===== src/sv/irn_pkg.sv =====
// Shared types and constants of the nearest-neighbor image rotator.
package irn_pkg;

  localparam int IDX_W      = 18;            // pixel number width
  localparam int PIX_W      = 32;            // pixel value width
  localparam int DIM_W      = 10;            // destination size width
  localparam int SDIM_W     = 9;             // source size width
  localparam int COEF_W     = 16;            // Q1.14 coefficient width
  localparam int ADDR_W_MAX = 20;            // store address width at the largest store
  localparam int CMP_W      = ADDR_W_MAX + 1;
  localparam int Q_DEPTH    = 4;             // entries in the front-to-back queue
  localparam int Q_PTR_W    = 2;
  localparam int Q_CNT_W    = 3;
  localparam int CFG_IDX_W  = 3;
  localparam int CFG_DATA_W = 16;

  // Register indexes of the configuration port.
  localparam logic [CFG_IDX_W-1:0] REG_SRC_WIDTH  = 3'd0;
  localparam logic [CFG_IDX_W-1:0] REG_SRC_HEIGHT = 3'd1;
  localparam logic [CFG_IDX_W-1:0] REG_DST_WIDTH  = 3'd2;
  localparam logic [CFG_IDX_W-1:0] REG_DST_HEIGHT = 3'd3;
  localparam logic [CFG_IDX_W-1:0] REG_COS_Q14    = 3'd4;
  localparam logic [CFG_IDX_W-1:0] REG_SIN_Q14    = 3'd5;

  // Reset values of the registers.
  localparam logic [SDIM_W-1:0] RST_SRC_DIM = 9'd256;
  localparam logic [DIM_W-1:0]  RST_DST_DIM = 10'd256;
  localparam logic [COEF_W-1:0] RST_COS     = 16'd16384;
  localparam logic [COEF_W-1:0] RST_SIN     = 16'd0;

  // Configuration as the datapath sees it, with sizes already fitted and halved.
  typedef struct packed {
    logic [DIM_W-1:0]  dst_w;
    logic [8:0]        dst_w_half;
    logic [8:0]        dst_h_half;
    logic [SDIM_W-1:0] src_w;
    logic [7:0]        src_w_half;
    logic [SDIM_W-1:0] src_h;
    logic [7:0]        src_h_half;
    logic [COEF_W-1:0] cos_q14;
    logic [COEF_W-1:0] sin_q14;
  } irn_cfg_t;

  // What rides along the arithmetic pipeline with each request.
  typedef struct packed {
    logic             is_write;
    logic             wr_ok;
    logic [IDX_W-1:0] index;
    logic [PIX_W-1:0] value;
  } irn_tag_t;

  // One queue entry: a store write or a classified read.
  typedef struct packed {
    logic                  is_write;
    logic                  ok;
    logic [ADDR_W_MAX-1:0] addr;
    logic [PIX_W-1:0]      value;
  } irn_entry_t;

  // Queue status seen by the front and the back.
  typedef struct packed {
    logic full;
    logic valid;
  } irn_qstat_t;

endpackage


===== src/sv/irn_fifo.sv =====
// Short queue between the front end and the store side.
module irn_fifo (
  input  logic                clk,
  input  logic                rst_n,
  input  logic                push,
  input  irn_pkg::irn_entry_t push_entry,
  input  logic                pop,
  output irn_pkg::irn_qstat_t status,
  output irn_pkg::irn_entry_t head
);

  irn_pkg::irn_entry_t          slot_r [irn_pkg::Q_DEPTH];
  logic [irn_pkg::Q_PTR_W-1:0]  wr_ptr_r, wr_ptr_nxt;
  logic [irn_pkg::Q_PTR_W-1:0]  rd_ptr_r, rd_ptr_nxt;
  logic [irn_pkg::Q_CNT_W-1:0]  count_r, count_nxt;

  always_comb begin
    wr_ptr_nxt = push ? wr_ptr_r + 1'b1 : wr_ptr_r;
    rd_ptr_nxt = pop ? rd_ptr_r + 1'b1 : rd_ptr_r;
    count_nxt  = count_r;
    if (push && !pop) count_nxt = count_r + 1'b1;
    else if (pop && !push) count_nxt = count_r - 1'b1;
  end

  always_ff @(posedge clk) begin
    if (!rst_n) begin
      wr_ptr_r <= '0;
      rd_ptr_r <= '0;
      count_r  <= '0;
    end else begin
      wr_ptr_r <= wr_ptr_nxt;
      rd_ptr_r <= rd_ptr_nxt;
      count_r  <= count_nxt;
    end
  end

  always_ff @(posedge clk) begin
    if (push) slot_r[wr_ptr_r] <= push_entry;
  end

  assign status.full  = (count_r == irn_pkg::Q_CNT_W'(irn_pkg::Q_DEPTH));
  assign status.valid = (count_r != '0);
  assign head         = slot_r[rd_ptr_r];

endmodule


===== config.mk =====
export PLATFORM = sky130hd
export DESIGN_NAME = irn_fifo
export DESIGN_NICKNAME = d
export VERILOG_FILES = /design/src/sv/irn_pkg.sv /design/src/sv/irn_fifo.sv
export SDC_FILE = /design/constraint.sdc
export NUM_CORES = 1
export LEC_CHECK = 0
export ABC_AREA = 1
export BUFFER_PORTS_ARGS = -buffer_cell sky130_fd_sc_hd__buf_2
export CAP_MARGIN = 20
export CORE_ASPECT_RATIO = 0.75
export CORE_MARGIN = 2
export CORE_UTILIZATION = 28
export CTS_CLUSTER_SIZE = 24
export DETAILED_ROUTE_END_ITERATION = 8
export GPL_TIMING_DRIVEN = 0
export HOLD_SLACK_MARGIN = 0.03
export MAX_ROUTING_LAYER = met4
export PLACE_DENSITY = 0.49
export SYNTH_ARGS = -nofsm -noshare
export SYNTH_HDL_FRONTEND = slang
export SYNTH_SLANG_ARGS = --single-unit

===== constraint.sdc =====
create_clock -name clk -period 3.5 [get_ports clk]
set_input_delay 0.35 -clock clk [delete_from_list [all_inputs] [get_ports clk]]
set_output_delay 0.35 -clock clk [all_outputs]
set_load 0.03 [all_outputs]

==> results.toml <==
[clock_network]
cts_tree = "built"
cts_inserted_buffers = 24
cts_hold_buf = 12
cts_resized = 0
cts_sinks = 225
clk_latency_ns = 0.52
clockBufferDepth = 3
root_buffer = "clkbuf_16"
cts.reportedPaths.clkPinSlew_ns = 0.06
cts-htree-levels = 1
cts_setup_buffers = 0

[floorplanning]
ios = 114
die-area_mm2 = 0.0315
core_area_mm2 = 0.0293
die_y_um = 154
initial_utilization_pct = 28.8
row_count = 54
die_w_um = 204

[synthesis]
ys_ff_latch = 225
yosys_warnings = 0
synth_area_per_cell_um2 = 14.5
netlist_instances = 581
synth_cell_types = 20
syn_area_mm2 = 0.00843
synth_edf_count = 216
synth_ff_type = "edfxtp_1"
ys_seq_area_share_pct = 79.1
syn-num-nets = 645
synthArstFlopShare_pct = 0

[setup_path]
worst-path-buf-inv = 4
worst-endpoint-required_ns = 3.15
path_cells = "buf_2 -> inv_2 -> buf_2 -> o21ai_0 -> o22ai_1 -> buf_2"
crit_top_cell = "buf_2"
cp_slowest_stage_delay_ns = 0.29
slowest_stage = "dfxtp_1"
critPathCaptureType = "primary output"
cp-start-kind = "flop"
crit_fanout = 10
crit_family = "buffers and inverters"
crit_arrival_ns = 2.10
critPathKind = "flop to primary output"

[power]
switchingPower_w = 0.00155
combPwrFrac_pct = 11.7
internal_power_w = 0.00464
p_total_w = 0.00619
cellLeakagePower_nw = 3.65
swShare_pct = 25.1
clkPwrFrac_pct = 38.2
irDropWorstVdd_uv = 302
powerDensity_mw_per_mm2 = 599
seqPwrFrac_pct = 50.1

[route]
ant_nets = 0
drt-vias-per-instance = 4.50
drcViolationCount = 0
dr.pass1.iters = 4
wire_per_inst_um = 18.1
drt-total-wl_mm = 20.7
vias = 5135
drt-initial-drc-count = 321

[finish]
area_growth_pct = 22.7
n_fill_cell = 2915
layout.nets = 796
final_util_pct = 35.3
drive_gt1_share_pct = 24.5

[placed_design]
place.gp.congestion = 0.711
place_ws_ns = 1.52
hpwl_mm = 11.7
numPortBuffers = 113

[sta]
slew_violations = 0
min_period_ns = 2.45
skew_ns = 0.0194
setup_violations = 0
grt_setup_unrepaired = "no"
worst_pin_slew_ns = 0.910
hold_viol_final = 0
max_freq_mhz = 409
setup_tns_ns = 0
fin_ws_ns = 1.05
period_share_pct = 69.9
max_slew_margin_pct = 39.3

[job]
drv_cap = 0

[global_routing]
antenna_found_initial = 1
grt_pass1_wl_mm = 31.2
grt_pass1_vias = 5132
grt_max_degree = 55
grt_use_total_pct = 13.4
gr-total-overflow = 0

[worst_hold_path]
hp-class = "primary input to flop"

[run_status]
status = "finished clean"
## kinds of logic (layout without fill, tap and decap cells)
kind of cell	count (synthesis)	after routing	synth area share [%]
simple gates	127	127	5.71
fa+ha+maj	6	6	0.980
flops	225	225	79.1
buf+inv	51	217	3.22
compound gates	172	172	11.0
other cells	0	2	0
## layout make-up
cell class | instances | area, um^2 | share of cell area (%)
diodes | 2 | 5.00 | 0.0484
plain buffers | 34 | 203 | 1.96
clock buffers | 30 | 644 | 6.23
clock inverters | 11 | 76.3 | 0.738
inverters | 17 | 78.8 | 0.762
multi-input cells | 305 | 1490 | 14.4
flip-flops and latches | 225 | 6670 | 64.5
well taps | 392 | 490 | 4.74
repair buffers | 125 | 686 | 6.63
## cell usage after synthesis, types with 4 or more instances
cell type  count  area [um^2]
buf_2         20          100
dfxtp_1        9          180
nand2_1       10         37.5
buf_6          4         45.0
clkbuf_2       7         35.0
o21ai_1       15         75.1
nor2_1       114          428
o22ai_1       54          338
a21oi_1        4         20.0
edfxtp_1     216         6490
o21ai_0       99          495
inv_1         15         56.3
ha_1           5         62.6
## sequential cells by signal, summed over array words and instances (netlist names), named ones only
| signal | count |
|---|---|
| slot_r | 216 |
| count_r | 3 |
| wr_ptr_r | 2 |
| rd_ptr_r | 2 |
## routing by layer
metal	share of wire, %	up-vias	track usage, %
li1	-	2478	-
met1	48	2511	18.5
met2	45	115	20.6
met3	4.9	31	2.59
met4	2.2	0	3.11
met5	0	-	-
## path summary, 6_finish.rpt
kind / from / to / slack (ns) / cells past startpoint
setup / recovery: flop / head[27] / 1.05 / 6
hold / removal: push_entry[11] / slot_r[0][11] / 0.05 / 1
setup reg to reg: wr_ptr_r[0] / slot_r[0][13] / 1.76 / 4
hold reg to reg: rd_ptr_r[1] / rd_ptr_r[1] / 0.44 / 1
## power by group through the flow
stage          logic (W)  registers [W]  clock network, W
6_report        0.000727        0.00310           0.00236
5_1_grt         0.000799        0.00311           0.00252
4_1_cts         0.000744        0.00310           0.00243
3_3_place_gp    0.000729        0.00317                 0
3_5_place_dp    0.000732        0.00316                 0
2_1_floorplan   0.000446        0.00316                 0
## worst reg2reg max path: stages, from the launching register on
cell,delay [ns]
dfxtp_1,0.33
inv_1,0.11
ha_1,0.15
nand2_1,0.08
inv_4,0.63
## cell usage in the layout, fill, tap and decap left out, types with 5 or more instances in the layout
master and count:
nor2_1 114, clkinv_1 6, buf_2 133, o22ai_1 54, edfxtp_1 216, o21ai_1 15
ha_1 5, dfxtp_1 9, nand2_1 10, clkbuf_2 7, clkbuf_1 5, inv_1 11
clkbuf_16 25, o21ai_0 99, dlygate4sd3_1 12
## stage by stage
stage               instances  instance area [um^2]  hold WS, ns
floorplan                 581                  8430        0.412
global placement         1086                  9490        0.431
detailed placement       1086                  9500        0.434
CTS                      1139                 10300       0.0305
global route             1140                 10300       0.0366
finish                   1141                 10300       0.0537
Power figures use the tool's default switching activity.
