===== config.mk =====
export PLATFORM = sky130hd
export DESIGN_NAME = irn_front
export DESIGN_NICKNAME = d
export VERILOG_FILES = /design/src/sv/irn_pkg.sv /design/src/sv/irn_div.sv /design/src/sv/irn_front.sv
export SDC_FILE = /design/constraint.sdc
export NUM_CORES = 2
export LEC_CHECK = 0
export CAP_MARGIN = 15
export CORE_MARGIN = 2
export CORE_UTILIZATION = 55
export DETAILED_ROUTE_END_ITERATION = 10
export DONT_BUFFER_PORTS = 1
export GPL_TIMING_DRIVEN = 0
export PLACE_DENSITY = 0.67
export SYNTH_ARGS = -nofsm -noshare
export SYNTH_HDL_FRONTEND = slang
export SYNTH_HIERARCHICAL = 1
export SYNTH_SLANG_ARGS = --single-unit

===== constraint.sdc =====
create_clock -name clk -period 14.1 [get_ports clk]
set_input_delay 1.41 -clock clk [delete_from_list [all_inputs] [get_ports clk]]
set_output_delay 1.41 -clock clk [all_outputs]
set_load 0.05 [all_outputs]

===== src/sv/irn_pkg.sv =====
// Shared types and constants of the nearest-neighbor image rotator.
package irn_pkg;

  localparam int IDX_W      = 18;            // pixel number width
  localparam int PIX_W      = 32;            // pixel value width
  localparam int DIM_W      = 10;            // destination size width
  localparam int SDIM_W     = 9;             // source size width
  localparam int COEF_W     = 16;            // Q1.14 coefficient width
  localparam int ADDR_W_MAX = 20;            // store address width at the largest store
  localparam int CMP_W      = ADDR_W_MAX + 1;
  localparam int Q_DEPTH    = 4;             // entries in the front-to-back queue
  localparam int Q_PTR_W    = 2;
  localparam int Q_CNT_W    = 3;
  localparam int CFG_IDX_W  = 3;
  localparam int CFG_DATA_W = 16;

  // Register indexes of the configuration port.
  localparam logic [CFG_IDX_W-1:0] REG_SRC_WIDTH  = 3'd0;
  localparam logic [CFG_IDX_W-1:0] REG_SRC_HEIGHT = 3'd1;
  localparam logic [CFG_IDX_W-1:0] REG_DST_WIDTH  = 3'd2;
  localparam logic [CFG_IDX_W-1:0] REG_DST_HEIGHT = 3'd3;
  localparam logic [CFG_IDX_W-1:0] REG_COS_Q14    = 3'd4;
  localparam logic [CFG_IDX_W-1:0] REG_SIN_Q14    = 3'd5;

  // Reset values of the registers.
  localparam logic [SDIM_W-1:0] RST_SRC_DIM = 9'd256;
  localparam logic [DIM_W-1:0]  RST_DST_DIM = 10'd256;
  localparam logic [COEF_W-1:0] RST_COS     = 16'd16384;
  localparam logic [COEF_W-1:0] RST_SIN     = 16'd0;

  // Configuration as the datapath sees it, with sizes already fitted and halved.
  typedef struct packed {
    logic [DIM_W-1:0]  dst_w;
    logic [8:0]        dst_w_half;
    logic [8:0]        dst_h_half;
    logic [SDIM_W-1:0] src_w;
    logic [7:0]        src_w_half;
    logic [SDIM_W-1:0] src_h;
    logic [7:0]        src_h_half;
    logic [COEF_W-1:0] cos_q14;
    logic [COEF_W-1:0] sin_q14;
  } irn_cfg_t;

  // What rides along the arithmetic pipeline with each request.
  typedef struct packed {
    logic             is_write;
    logic             wr_ok;
    logic [IDX_W-1:0] index;
    logic [PIX_W-1:0] value;
  } irn_tag_t;

  // One queue entry: a store write or a classified read.
  typedef struct packed {
    logic                  is_write;
    logic                  ok;
    logic [ADDR_W_MAX-1:0] addr;
    logic [PIX_W-1:0]      value;
  } irn_entry_t;

  // Queue status seen by the front and the back.
  typedef struct packed {
    logic full;
    logic valid;
  } irn_qstat_t;

endpackage


===== src/sv/irn_div.sv =====
// Pipelined restoring divider: one quotient bit per stage, pixel number by width.
module irn_div (
  input  logic                      clk,
  input  logic                      rst_n,
  input  logic                      en,
  input  logic                      in_valid,
  input  logic [irn_pkg::IDX_W-1:0] dividend,
  input  logic [irn_pkg::DIM_W-1:0] divisor,
  input  irn_pkg::irn_tag_t         in_tag,
  output logic                      out_valid,
  output logic [irn_pkg::IDX_W-1:0] quotient,
  output logic [irn_pkg::DIM_W-1:0] remainder,
  output irn_pkg::irn_tag_t         out_tag
);

  localparam int STAGES = irn_pkg::IDX_W;
  localparam int DW     = irn_pkg::DIM_W;
  localparam int NW     = irn_pkg::IDX_W;

  logic              valid_r [STAGES];
  logic [DW-1:0]     rem_r   [STAGES];
  logic [NW-1:0]     dq_r    [STAGES];   // dividend bits shift out, quotient bits shift in
  irn_pkg::irn_tag_t tag_r   [STAGES];

  logic [DW-1:0]     rem_nxt [STAGES];
  logic [NW-1:0]     dq_nxt  [STAGES];

  always_comb begin : stage_math
    logic [DW-1:0] rem_in;
    logic [NW-1:0] dq_in;
    logic [DW:0]   trial;
    logic [DW:0]   diff;
    logic          ge;
    for (int s = 0; s < STAGES; s++) begin
      if (s == 0) begin
        rem_in = '0;
        dq_in  = dividend;
      end else begin
        rem_in = rem_r[s-1];
        dq_in  = dq_r[s-1];
      end
      trial      = {rem_in, dq_in[NW-1]};
      ge         = (trial >= {1'b0, divisor});
      diff       = trial - {1'b0, divisor};
      rem_nxt[s] = ge ? diff[DW-1:0] : trial[DW-1:0];
      dq_nxt[s]  = {dq_in[NW-2:0], ge};
    end
  end

  always_ff @(posedge clk) begin
    if (!rst_n) begin
      for (int s = 0; s < STAGES; s++) valid_r[s] <= 1'b0;
    end else if (en) begin
      valid_r[0] <= in_valid;
      for (int s = 1; s < STAGES; s++) valid_r[s] <= valid_r[s-1];
    end
  end

  always_ff @(posedge clk) begin
    if (en) begin
      tag_r[0] <= in_tag;
      for (int s = 1; s < STAGES; s++) tag_r[s] <= tag_r[s-1];
      for (int s = 0; s < STAGES; s++) begin
        rem_r[s] <= rem_nxt[s];
        dq_r[s]  <= dq_nxt[s];
      end
    end
  end

  assign out_valid = valid_r[STAGES-1];
  assign quotient  = dq_r[STAGES-1];
  assign remainder = rem_r[STAGES-1];
  assign out_tag   = tag_r[STAGES-1];

endmodule


===== src/sv/irn_front.sv =====
// Front end: accepts items, splits and rotates request coordinates, classifies them.
module irn_front #(
  parameter int MAX_SRC_PIXELS = 65536
) (
  input  logic                      clk,
  input  logic                      rst_n,
  input  logic                      en,
  input  logic                      in_valid,
  input  logic                      mode,
  input  logic [irn_pkg::IDX_W-1:0] pixel_index,
  input  logic [irn_pkg::PIX_W-1:0] pixel_value,
  input  irn_pkg::irn_cfg_t         cfg,
  output logic                      out_valid,
  output irn_pkg::irn_entry_t       out_entry
);

  localparam int CW = irn_pkg::CMP_W;
  localparam logic [CW-1:0] MAX_LIM = CW'(MAX_SRC_PIXELS);

  irn_pkg::irn_tag_t             in_tag;
  logic                          div_valid;
  logic [irn_pkg::IDX_W-1:0]     quo;
  logic [irn_pkg::DIM_W-1:0]     rem;
  irn_pkg::irn_tag_t             div_tag;

  always_comb begin
    in_tag.is_write = !mode;
    in_tag.wr_ok    = ({{(CW-irn_pkg::IDX_W){1'b0}}, pixel_index} < MAX_LIM);
    in_tag.index    = pixel_index;
    in_tag.value    = pixel_value;
  end

  irn_div u_div (
    .clk       (clk),
    .rst_n     (rst_n),
    .en        (en),
    .in_valid  (in_valid),
    .dividend  (pixel_index),
    .divisor   (cfg.dst_w),
    .in_tag    (in_tag),
    .out_valid (div_valid),
    .quotient  (quo),
    .remainder (rem),
    .out_tag   (div_tag)
  );

  logic signed [15:0] cos_s;
  logic signed [15:0] sin_s;
  assign cos_s = $signed(cfg.cos_q14);
  assign sin_s = $signed(cfg.sin_q14);

  // Stage A: centered coordinates.
  logic               va_r;
  logic signed [11:0] x_r, x_nxt;
  logic signed [19:0] y_r, y_nxt;
  irn_pkg::irn_tag_t  ta_r;
  assign x_nxt = $signed({2'b00, rem}) - $signed({3'b000, cfg.dst_w_half});
  assign y_nxt = $signed({2'b00, quo}) - $signed({11'b0, cfg.dst_h_half});

  // Stage B: the four products.
  logic               vb_r;
  logic signed [27:0] p_xc_r, p_xc_nxt, p_xs_r, p_xs_nxt;
  logic signed [35:0] p_yc_r, p_yc_nxt, p_ys_r, p_ys_nxt;
  irn_pkg::irn_tag_t  tb_r;
  assign p_xc_nxt = x_r * cos_s;
  assign p_xs_nxt = x_r * sin_s;
  assign p_yc_nxt = y_r * cos_s;
  assign p_ys_nxt = y_r * sin_s;

  // Stage C: rotated sums in Q14.
  logic              vc_r;
  logic [36:0]       sx_r, sx_nxt, sy_r, sy_nxt;
  irn_pkg::irn_tag_t tc_r;
  assign sx_nxt = {{9{p_xc_r[27]}}, p_xc_r} + {p_ys_r[35], p_ys_r};
  assign sy_nxt = {p_yc_r[35], p_yc_r} - {{9{p_xs_r[27]}}, p_xs_r};

  // Stage D: drop the fraction, rounding toward zero.
  logic              vd_r;
  logic [22:0]       xs_r, xs_nxt, ys_r, ys_nxt;
  logic [36:0]       bx, by;
  irn_pkg::irn_tag_t td_r;
  assign bx     = sx_r + {23'b0, {14{sx_r[36]}}};
  assign by     = sy_r + {23'b0, {14{sy_r[36]}}};
  assign xs_nxt = bx[36:14];
  assign ys_nxt = by[36:14];

  // Stage E: uncentered column and row, bounds test.
  logic              ve_r;
  logic              inside_r, inside_nxt;
  logic [8:0]        col_r, row_r;
  logic [23:0]       col, row;
  irn_pkg::irn_tag_t te_r;
  assign col = {xs_r[22], xs_r} + {16'b0, cfg.src_w_half};
  assign row = {ys_r[22], ys_r} + {16'b0, cfg.src_h_half};
  assign inside_nxt = !col[23] && (col < {15'b0, cfg.src_w}) &&
                      !row[23] && (row < {15'b0, cfg.src_h});

  // Stage F: store address and final classification, the queue's push data.
  logic                vf_r;
  irn_pkg::irn_entry_t entry_r, entry_nxt;
  logic [17:0]         prod;
  logic [18:0]         idx;
  logic                rd_ok;
  assign prod  = row_r * cfg.src_w;
  assign idx   = {1'b0, prod} + {10'b0, col_r};
  assign rd_ok = inside_r && ({{(CW-19){1'b0}}, idx} < MAX_LIM);

  always_comb begin
    entry_nxt.is_write = te_r.is_write;
    entry_nxt.ok       = te_r.is_write ? te_r.wr_ok : rd_ok;
    entry_nxt.addr     = te_r.is_write ? {2'b00, te_r.index} : {1'b0, idx};
    entry_nxt.value    = te_r.value;
  end

  always_ff @(posedge clk) begin
    if (!rst_n) begin
      va_r <= 1'b0;
      vb_r <= 1'b0;
      vc_r <= 1'b0;
      vd_r <= 1'b0;
      ve_r <= 1'b0;
      vf_r <= 1'b0;
    end else if (en) begin
      va_r <= div_valid;
      vb_r <= va_r;
      vc_r <= vb_r;
      vd_r <= vc_r;
      ve_r <= vd_r;
      vf_r <= ve_r;
    end
  end

  always_ff @(posedge clk) begin
    if (en) begin
      x_r      <= x_nxt;
      y_r      <= y_nxt;
      ta_r     <= div_tag;
      p_xc_r   <= p_xc_nxt;
      p_xs_r   <= p_xs_nxt;
      p_yc_r   <= p_yc_nxt;
      p_ys_r   <= p_ys_nxt;
      tb_r     <= ta_r;
      sx_r     <= sx_nxt;
      sy_r     <= sy_nxt;
      tc_r     <= tb_r;
      xs_r     <= xs_nxt;
      ys_r     <= ys_nxt;
      td_r     <= tc_r;
      inside_r <= inside_nxt;
      col_r    <= col[8:0];
      row_r    <= row[8:0];
      te_r     <= td_r;
      entry_r  <= entry_nxt;
    end
  end

  assign out_valid = vf_r;
  assign out_entry = entry_r;

endmodule


==> impl_metrics.env <==
export IMPL_run_status="completed"
export IMPL_cts_buffers=206
export IMPL_async_flop_share_pct=0
export IMPL_routed_via_density=5.414
export IMPL_fp_coreArea_mm2=0.2123
export IMPL_die_w_um=466.4
export IMPL_routed_wl_um=256900
export IMPL_min_path_cells=0
export IMPL_synthToLayoutAreaGrowth_pct=9.518
export IMPL_cts_buffer_depth=3
export IMPL_max_freq_ghz=0.1186
export IMPL_timing_final_crit_share_pct=59.82
export IMPL_cts_root_buf="clkbuf_16"
export IMPL_worstReg2RegStart="y_r[11]"
export IMPL_clkSlewWorstSetupHoldPaths_ns=0.06
export IMPL_synth_area_mux_share_pct=2.106
export IMPL_synth_edf_count=2047
export IMPL_dp_cells=11418
export IMPL_cp_end_kind="flop"
export IMPL_r2r_end="p_yc_r[33]"
export IMPL_drive_above_1_share_pct=6.633
export IMPL_synth_simple_area_share_pct=8.093
export IMPL_syn_cell_area_mm2=0.1176
export IMPL_relSlewSlack_pct=8.743
export IMPL_worstPathRequired_ns=14.61
export IMPL_setup_tns_ns=0
export IMPL_synth_compound_area_share_pct=4.855
export IMPL_fin_crit_ns=8.435
export IMPL_clk_insertion_delay_late_ns=0.88
export IMPL_ios=204
export IMPL_fp_dieArea_mm2=0.2175
export IMPL_drt_iter0_drc=5317
export IMPL_hold_end="u_div/tag_r[12][10]"
export IMPL_final_cell_mix="edfxtp_1, inv_1, fa_1, ha_1, nand2_1"
export IMPL_syn_instance_count=8576
export IMPL_hold_path_startpoint="u_div/tag_r[11][10]"
export IMPL_dr_pass1_iters=5
export IMPL_rows=169
export IMPL_wl_per_cell_um=21.70
export IMPL_crit_type="reg2reg"
export IMPL_reg2reg_slack_ns=5.67
export IMPL_ant_nets=0
export IMPL_timing_final_ws_setup_ns=5.665
export IMPL_cts_hold_buffers=0
export IMPL_critPathTopFamily="adder cells"
export IMPL_route_detailed_drc=0
export IMPL_crit_arrival_ns=8.95
export IMPL_worstHoldPathType="reg2reg"
export IMPL_synth_xor_area_share_pct=3.099
export IMPL_synthAdderAreaFrac_pct=24.28
export IMPL_start_kind="flop"
export IMPL_io_buffers=0
export IMPL_grt_start_max_net_pins=237
export IMPL_layout_cells_non_filler=11839
export IMPL_synth_ff_type="edfxtp_1"
export IMPL_yosys_warnings=6
export IMPL_dp_slack_ns=5.234
export IMPL_slew_viol_final=0
export IMPL_cts_tree="done"
export IMPL_grt_pass1_vias=66124
export IMPL_worstPathMaxFanout=10
export IMPL_slowest_delay_ns=0.95
export IMPL_ys_types=101
export IMPL_place_gp_congestion=0.9492
export IMPL_design_area_mm2=0.1288
export IMPL_final_nets=10632
export IMPL_start_util_pct=55.38
export IMPL_slowest_stage="clkbuf_1"
export IMPL_finalClockSkew_ns=0.07497
export IMPL_syn_avg_cell_area_um2=13.71
export IMPL_ys_ff_latch=2070
export IMPL_hpwl_um=192500
export IMPL_placed_area_mm2=0.1216
export IMPL_syn_num_nets=10400
export IMPL_reg2regPathDepth=23
export IMPL_rsz0062_at_grt="false"
export IMPL_h_tree_depth=4
export IMPL_post_cts_resized=0
export IMPL_track_usage_pct=24.15
export IMPL_path_buf_inv=4
export IMPL_grt_pass1_wl_um=392900
export IMPL_setup_viol=0
export IMPL_ys_seq_area_share_pct=52.67
export IMPL_synth_top_family_by_area="adder cells"
export IMPL_dr_total_vias=64094
export IMPL_crit_chain="clkbuf_1, nand2_1, fa_1, fa_1, fa_1, inv_1, fa_1, fa_1, inv_1, fa_1, inv_1, ha_1, and2_1, nand2_1, nor2_1, a2bb2oi_1, nand2_1, o21a_1, a221oi_1, nor2_1, a211oi_1, o21a_1, o211ai_1"
export IMPL_die_h_um=466.4
export IMPL_tightest_slew_ns=1.369
export IMPL_antenna_found_initial=34
export IMPL_drv_cap=0
export IMPL_overflow=0
export IMPL_hold_viol_final=0
export IMPL_postCtsSetupRepairBufs=0
export IMPL_mostFrequentLayoutCell="edfxtp_1"
export IMPL_clock_sinks=2070
export IMPL_cp_common_cell="fa_1"
[worst max path at each step]
stage | cells after the start | startpoint | end
CTS | 23 | y_r[11] | p_yc_r[34]
finish | 23 | y_r[11] | p_yc_r[33]
floorplan | 23 | cfg[17] | p_yc_r[34]
global placement | 23 | cfg[17] | p_yc_r[34]
detailed placement | 23 | cfg[17] | p_yc_r[34]
global route | 23 | y_r[11] | p_yc_r[33]
[flip-flops by register name, summed over array words and instances, names as in the netlist, 11 cells and up]
name / count
entry_nxt: 33
out_entry: 53
p_xc_r: 27
p_xs_r: 27
p_yc_r: 35
p_ys_r: 35
sx_r: 37
sy_r: 37
ta_r: 52
tb_r: 52
tc_r: 52
td_r: 52
te_r: 19
u_div/dq_r: 324
u_div/rem_r: 180
u_div/tag_r: 936
u_div/valid_r: 18
x_r: 11
xs_r: 23
y_r: 19
ys_r: 23
[per-stage QoR]
stage	hold slack [ns]	util, %
after floorplan	0.4003	-
after global placement	0.4002	57.04
after detailed placement	0.4045	57.28
after CTS	0.3486	60.59
after global routing	0.3638	60.65
final	0.3514	60.65
[worst register-to-register path, cell delays in order (launching register included)]
cell       delay (ns)
edfxtp_1         0.59
clkbuf_1         0.95
nand2_1          0.20
fa_1             0.61
fa_1             0.59
fa_1             0.53
inv_1            0.05
fa_1             0.52
fa_1             0.52
inv_1            0.05
fa_1             0.49
inv_1            0.05
ha_1             0.36
and2_1           0.20
nand2_1          0.09
nor2_1           0.05
a2bb2oi_1        0.17
nand2_1          0.17
o21a_1           0.28
a221oi_1         0.53
nor2_1           0.10
a211oi_1         0.57
o21a_1           0.22
o211ai_1         0.23
[synth_stat cells (all sizes together) (34+ instances only)]
cell type / instances / area [um^2]
and2: 524 / 3281
ha: 664 / 8308
mux2: 147 / 2076
clkbuf: 208 / 780.8
xnor2: 281 / 2461
nand3: 68 / 340.3
a211oi: 52 / 395.4
inv: 1271 / 4771
nor3: 34 / 175.2
a21oi: 287 / 1553
a21o: 125 / 938.4
o21a: 52 / 390.4
nor2: 260 / 975.9
edfxtp: 2047 / 61470
nor2b: 91 / 591.8
nand4: 50 / 312.8
nand2b: 61 / 381.6
fa: 1011 / 20240
nand2: 659 / 2499
mux2i: 40 / 400.4
o21ai: 141 / 732.0
xor2: 135 / 1182
[per-layer routing]
| layer | track usage, % | part of all wire (%) |
|---|---|---|
| met5 | 0 | 0.041 |
| met4 | 10.17 | 4.3 |
| met3 | 4.906 | 7.0 |
| met2 | 37.53 | 46 |
| met1 | 33.41 | 43 |
[logic make-up after synthesis]
family                   Yosys count
multiplexers                     187
AND/OR/NAND/NOR                 1872
AO/OA/AOI/OAI                    853
buffers and inverters           1502
XOR/XNOR                         416
other                              1
flip-flops                      2070
adder cells (fa/ha/maj)         1675
[final cells by class]
class	instances	area [um^2]
antenna	32	80.08
buffer	230	977.2
clock buffer	251	5460
clock inverter	135	1568
fill	16549	83530
inverter	1272	4775
multi-input combinational	5004	49900
sequential	2070	61930
tap	2821	3530
timing repair buffer	24	546.8
Power is not shown: default switching activity piles up to over one toggle a cycle in this logic, so the estimate is an artifact.
